===== src/hdl/iara_pkg.sv =====
`default_nettype none

package iara_pkg;

	// item kinds carried on s_tuser
	typedef enum logic [1:0] {
		OP_LOAD = 2'd0,
		OP_ADD  = 2'd1,
		OP_READ = 2'd2,
		OP_NONE = 2'd3
	} op_t;

	// result status carried on m_tuser
	typedef enum logic [1:0] {
		ST_DONE    = 2'd0,
		ST_ROW_OOR = 2'd1,
		ST_COL_OOR = 2'd2,
		ST_RSVD    = 2'd3
	} status_t;

	localparam int OP_W      = 2;
	localparam int INDEX_W   = 32;
	localparam int COLUMN_W  = 7;
	localparam int VALUE_W   = 16;
	localparam int DATA_W    = 16;
	localparam int STATUS_W  = 2;
	localparam int S_TDATA_W = 56;
	localparam int M_TDATA_W = 16;

	localparam int ROW_COUNT_W  = 7;
	localparam int ROW_LENGTH_W = 8;
	localparam int CFG_IDX_W    = 1;
	localparam int CFG_DATA_W   = 8;

	localparam logic [CFG_IDX_W-1:0]    REG_ROW_COUNT    = 1'd0;
	localparam logic [CFG_IDX_W-1:0]    REG_ROW_LENGTH   = 1'd1;
	localparam logic [ROW_COUNT_W-1:0]  ROW_COUNT_RST    = 7'd64;
	localparam logic [ROW_LENGTH_W-1:0] ROW_LENGTH_RST   = 8'd128;

	// command strobes from the controller to the datapath
	typedef struct packed {
		logic capture;
		logic check;
		logic lookup;
		logic commit;
	} dp_cmd_t;

endpackage

`default_nettype wire


===== src/hdl/iara_ctrl.sv =====
`default_nettype none

module iara_ctrl
	import iara_pkg::*;
(
	input  wire logic    clk,
	input  wire logic    arst_n,
	input  wire logic    s_tvalid,
	output logic         s_tready,
	output logic         m_tvalid,
	input  wire logic    m_tready,
	output dp_cmd_t      cmd
);

	typedef enum logic [3:0] {
		ST_IDLE   = 4'b0001,
		ST_CHECK  = 4'b0010,
		ST_LOOKUP = 4'b0100,
		ST_UPDATE = 4'b1000
	} state_t;

	state_t state_q, state_d;
	logic   out_valid_q;
	logic   slot_free;

	assign s_tready  = (state_q == ST_IDLE);
	assign m_tvalid  = out_valid_q;
	assign slot_free = !out_valid_q || m_tready;

	always_comb begin
		cmd         = '0;
		cmd.capture = s_tvalid && (state_q == ST_IDLE);
		cmd.check   = (state_q == ST_CHECK);
		cmd.lookup  = (state_q == ST_LOOKUP);
		cmd.commit  = (state_q == ST_UPDATE) && slot_free;
	end

	always_comb begin
		state_d = state_q;
		case (state_q)
			ST_IDLE: begin
				if (s_tvalid) state_d = ST_CHECK;
			end
			ST_CHECK:  state_d = ST_LOOKUP;
			ST_LOOKUP: state_d = ST_UPDATE;
			ST_UPDATE: begin
				// hold until the output register is free
				if (slot_free) state_d = ST_IDLE;
			end
			default:   state_d = ST_IDLE;
		endcase
	end

	always_ff @(posedge clk or negedge arst_n) begin
		if (!arst_n) begin
			state_q     <= ST_IDLE;
			out_valid_q <= 1'b0;
		end else begin
			state_q <= state_d;
			if (cmd.commit) begin
				out_valid_q <= 1'b1;
			end else if (m_tready) begin
				out_valid_q <= 1'b0;
			end
		end
	end

	a_commit_shows_word: assert property (@(posedge clk) disable iff (!arst_n)
		cmd.commit |=> m_tvalid)
		else $error("committed result not presented");

	a_accept_to_check: assert property (@(posedge clk) disable iff (!arst_n)
		s_tvalid && s_tready |=> state_q == ST_CHECK)
		else $error("accepted word did not enter check");

	a_update_holds: assert property (@(posedge clk) disable iff (!arst_n)
		state_q == ST_UPDATE && !slot_free |=> state_q == ST_UPDATE && m_tvalid)
		else $error("update left while output stalled");

	a_no_accept_busy: assert property (@(posedge clk) disable iff (!arst_n)
		state_q != ST_IDLE |-> !cmd.capture)
		else $error("capture while busy");

endmodule

`default_nettype wire


===== config.mk =====
export PLATFORM = sky130hd
export DESIGN_NAME = iara_ctrl
export DESIGN_NICKNAME = d
export VERILOG_FILES = /design/src/hdl/iara_pkg.sv /design/src/hdl/iara_ctrl.sv
export SDC_FILE = /design/constraint.sdc
export NUM_CORES = 1
export LEC_CHECK = 0
export BUFFER_PORTS_ARGS = -buffer_cell sky130_fd_sc_hd__buf_2
export CAP_MARGIN = 30
export CORE_AREA = 2 2 39 41
export DETAILED_ROUTE_END_ITERATION = 7
export DIE_AREA = 0 0 41 43
export RECOVER_POWER = 25
export SYNTH_ARGS = -nofsm -noshare
export SYNTH_HDL_FRONTEND = slang
export SYNTH_SLANG_ARGS = --single-unit
export TNS_END_PERCENT = 30

===== constraint.sdc =====
create_clock -name clk -period 1.25 [get_ports clk]
set_input_delay 0.25 -clock clk [delete_from_list [all_inputs] [get_ports clk]]
set_output_delay 0.25 -clock clk [all_outputs]
set_load 0.01 [all_outputs]

# After elaboration in Yosys (flattened, before gate mapping)
# Cells that the tools add are included.
[word_totals] in_bits=4 regBits=5
[classes] n_reduce_logical=6 n_mux=5 eq_ne=6
[ops] op="one-hot mux 4 bit (4 select lines)" n=1
[ops] op="2-to-1 mux 4 bit" n=2
[ops] op="== test 4 x 1 -> 1 bit (second input constant)" n=1
[ops] op="== test 4 x 2 -> 1 bit (second input constant)" n=1
[ops] op="== test 4 x 3 -> 1 bit (second input constant)" n=1
[ops] op="== test 4 bit (second input constant)" n=1
[ops] op="!= test 2 bit (second input constant)" n=2
[ops] op="logical AND 1 bit" n=2
[ops] op="2-to-1 mux 1 bit" n=2
[ops] op="AND reduction 2 bit" n=1
[ops] op="nonzero test 2 bit" n=1
[ops] op="logical NOT 1 bit" n=1
[ops] op="logical OR 1 bit" n=1

# Logic depth before layout (Yosys ltp)
[depth] word_depth=4 ltp_mapped=3 depth_no_buf=3

# Worst setup path after synthesis
# No wires, ideal clock.
[synth_timing] path_type="reg2out" from="reg state_q[0]" to="out cmd[3] in the netlist's numbering" path_buffers=0 slack_ps=-341 path_stages_with_launch=3 t_arrival_ps=1341 cell_sequence="dfstp_2 > nor4b_1 > and2_1"
[synth_lines] element="start: declaration" line="iara_ctrl.sv:22" rtl="state_t state_q, state_d;"
[synth_lines] element="start signal: assignment" line="iara_ctrl.sv:59" rtl="state_q <= state_d;"
[synth_lines] element="end: declaration" line="iara_ctrl.sv:12" rtl="output dp_cmd_t cmd"

==> impl_metrics.py <==
metrics = {
    "outcome": {
        "violations": "setup timing",
        "status": "finished with violations",
    },
    "route": {
        "route.detailed.drc": 0,
        "avgViaCountPerCell": 4.129,
        "first_pass_iters": 2,
        "ant_nets": 0,
        "wl_um": 645,
        "drtIter0Drc": 3,
        "vias": 256,
        "wl_per_cell_um": 10.40,
    },
    "worst_setup_path": {
        "crit_type": "flop to output port",
        "required_ns": 1.00,
        "critPathSlowestCell": "or4b_4",
        "crit_path_end_kind": "output port",
        "worstPathMaxFanout": 3,
        "crit_chain": "or4b_4 -> nor2_4 -> buf_6",
        "max_stage_delay_ns": 0.56,
        "startpoint_type": "flop",
        "path_buf_inv": 1,
        "cp_data_arrival_time_ns": 1.37,
        "critPathTopFamily": "simple AND/OR/NAND/NOR gates",
    },
    "clock_network": {
        "cts.htree.levels": 1,
        "cts_tree": "done",
        "path_clk_slew_ns": 0.05,
        "insertion_delay_ns": 0.24,
        "cts_buffers": 3,
        "cts_buffer_depth": 2,
        "cts-root-buf": "clkbuf_4",
        "cts_sinks": 5,
    },
    "global_routing": {
        "use_met2": 0.1313,
        "grt-ovfl-total": 0,
        "met1_usage": 0.1100,
        "grt_pass1_wl_um": 1062,
        "top_usage_layer": "met2",
        "grtUsageMet3": 0.04712,
        "grtUsageTotal": 0.09759,
        "grt_pass1_vias": 266,
        "antenna_found_initial": 0,
        "grt_max_degree": 7,
    },
    "synthesis": {
        "synthXorXnorAreaFrac": 0,
        "synth_top_family_by_area": "simple AND/OR/NAND/NOR gates",
        "syn_area_per_cell_um2": 10.71,
        "synthFlopType": "dfrtp_1",
        "synth_top_area_share": 0.3738,
        "async_flop_share": 1.000,
        "synth-compound-area-share": 0.1075,
        "synth_edf_count": 0,
        "synth_mux_area_frac": 0,
        "ys_seq_area_frac": 0.4720,
        "mappedNetlistNets": 29,
        "synthesis.area_um2": 267.8,
        "yosys-top-cells-area": "dfrtp_1 37%, dfstp_2 9.8%, nor3b_1 5.6%, or4b_4 5.1%, and2_1 4.7%",
        "post-synth-top-area-cell": "dfrtp_1",
        "yosys_warnings": 0,
        "synth_adder_area_share": 0,
        "ys_types": 19,
        "syn-instance-count": 25,
        "synth-simple-area-share": 0.3925,
        "ys_ff_latch": 5,
    },
    "floorplan": {
        "core_area_um2": 1384,
        "die_h_um": 43,
        "ios": 10,
        "die_width_um": 41,
        "initial_core_util": 0.1935,
        "dieArea_um2": 1763,
        "rows": 14,
    },
    "sta": {
        "setup_viol": 6,
        "final-hold-violation-count": 0,
        "tns_ns": -1.583,
        "relSlewSlack": 0.8122,
        "whs_ns": 0.2336,
        "slew_violations": 0,
        "tightest_slew_ns": 0.2817,
        "final.setup.worst_slack_ns": -0.3740,
        "layout_min_cycle_time_ns": 1.624,
        "rsz0062_at_grt": "yes",
        "max_freq_mhz": 615.8,
        "fin_worst_skew_ns": 0.004318,
        "fin_crit_sh": 1.299,
    },
    "hold_path": {
        "hold_path.class": "primary input to flop",
    },
    "finish": {
        "drive_above_1_share": 0.5652,
        "diodes": 0,
        "fin_util": 0.3427,
        "fin_area_um2": 474.2,
        "area_growth_pct": 77.10,
        "nFillCells": 148,
        "finalNetCount": 51,
    },
    "power": {
        "irDropWorstVdd_mv": 0.7430,
        "total_power_w": 0.0008579,
        "power_leakage_nw": 0.2288,
        "p_per_area_nw_per_um2": 1809,
    },
    "flow_run": {
        "drv_cap": 0,
    },
    "placement": {
        "place_area_um2": 401.6,
        "gp_congestion": 0.7135,
        "io_buffers": 9,
        "dp_hpwl_um": 499.5,
    },
}
[state kept, by name (all words and copies together), names as in the netlist]
name      cells
m_tvalid      1
state_q       4
[layer usage]
| metal | routed length (um) | share of wire | vias up |
|---|---|---|---|
| li1 | - | - | 131 |
| met5 | 0 | 0 | - |
| met3 | 44 | 0.068 | 0 |
| met4 | 0 | 0 | 0 |
| met1 | 307 | 0.48 | 116 |
| met2 | 294 | 0.46 | 9 |
[stage by stage]
step                std cells  worst slack, ns
finish                     62          -0.3740
global route               62          -0.4313
CTS                        61          -0.3812
detailed placement         56          -0.1226
global placement           56          -0.1166
floorplan                  25         -0.09037
[repair_timing]
action,4_1_cts,5_1_grt
pin swaps,1,1
setup buffers,0,1
setup endpoints to repair,6,6
hold buffers,1,0
resized for setup,5,2
hold endpoints to repair,4,0
[worst register-to-register path: cells and delay by family (launching register included)]
family                 cells  cell delay [ns]
and+or+nand+nor            1             0.56
DFF                        1             0.38
AOI/OAI and AO/OA          1             0.18
buffers and inverters      1             0.16
[where the power goes]
| part | internal [W] | total [W] | switching (W) |
|---|---|---|---|
| clock network | 0.000121 | 0.000191 | 0.0000701 |
| logic | 0.000241 | 0.000417 | 0.000176 |
| registers | 0.000216 | 0.000250 | 0.0000339 |
[cell usage after synthesis, types with 2 or more instances]
cell and instances:
and2_1 2, dfrtp_1 4, nor2b_1 2, nor3b_1 2
[cells by family after synthesis]
logic type | after synthesis
and+or+nand+nor | 15
DFF | 5
buffers and inverters | 1
AOI/OAI and AO/OA | 4
[placed cells by master, fill, tap and decap left out, types with 2 or more instances in the layout]
master    count
clkbuf_4      3
buf_4         5
and2_1        2
dfrtp_1       3
clkbuf_1      2
buf_2         7
buf_6         4
[worst paths after layout]
| check | start | to | slack [ns] | cells after the start |
|---|---|---|---|---|
| max | state_q[0] | cmd[0] | -0.37 | 3 |
| min | s_tvalid | state_q[1] | 0.23 | 2 |
| max reg2reg | state_q[0] | state_q[0] | -0.09 | 3 |
| min reg2reg | m_tvalid | m_tvalid | 0.51 | 2 |
| max in group asynchronous | arst_n | state_q[0] | 0.58 | 2 |
| min in group asynchronous | arst_n | state_q[1] | 0.40 | 2 |
[area by class of cell]
| class | instances | area [um^2] | area share |
|---|---|---|---|
| Multi-Input combinational cell | 19 | 168.9 | 0.3562 |
| Timing Repair Buffer | 18 | 131.4 | 0.2770 |
| Sequential cell | 5 | 127.6 | 0.2691 |
| Clock buffer | 4 | 26.28 | 0.05541 |
| Tap cell | 16 | 20.02 | 0.04222 |
(Power assumes the default switching activity.)
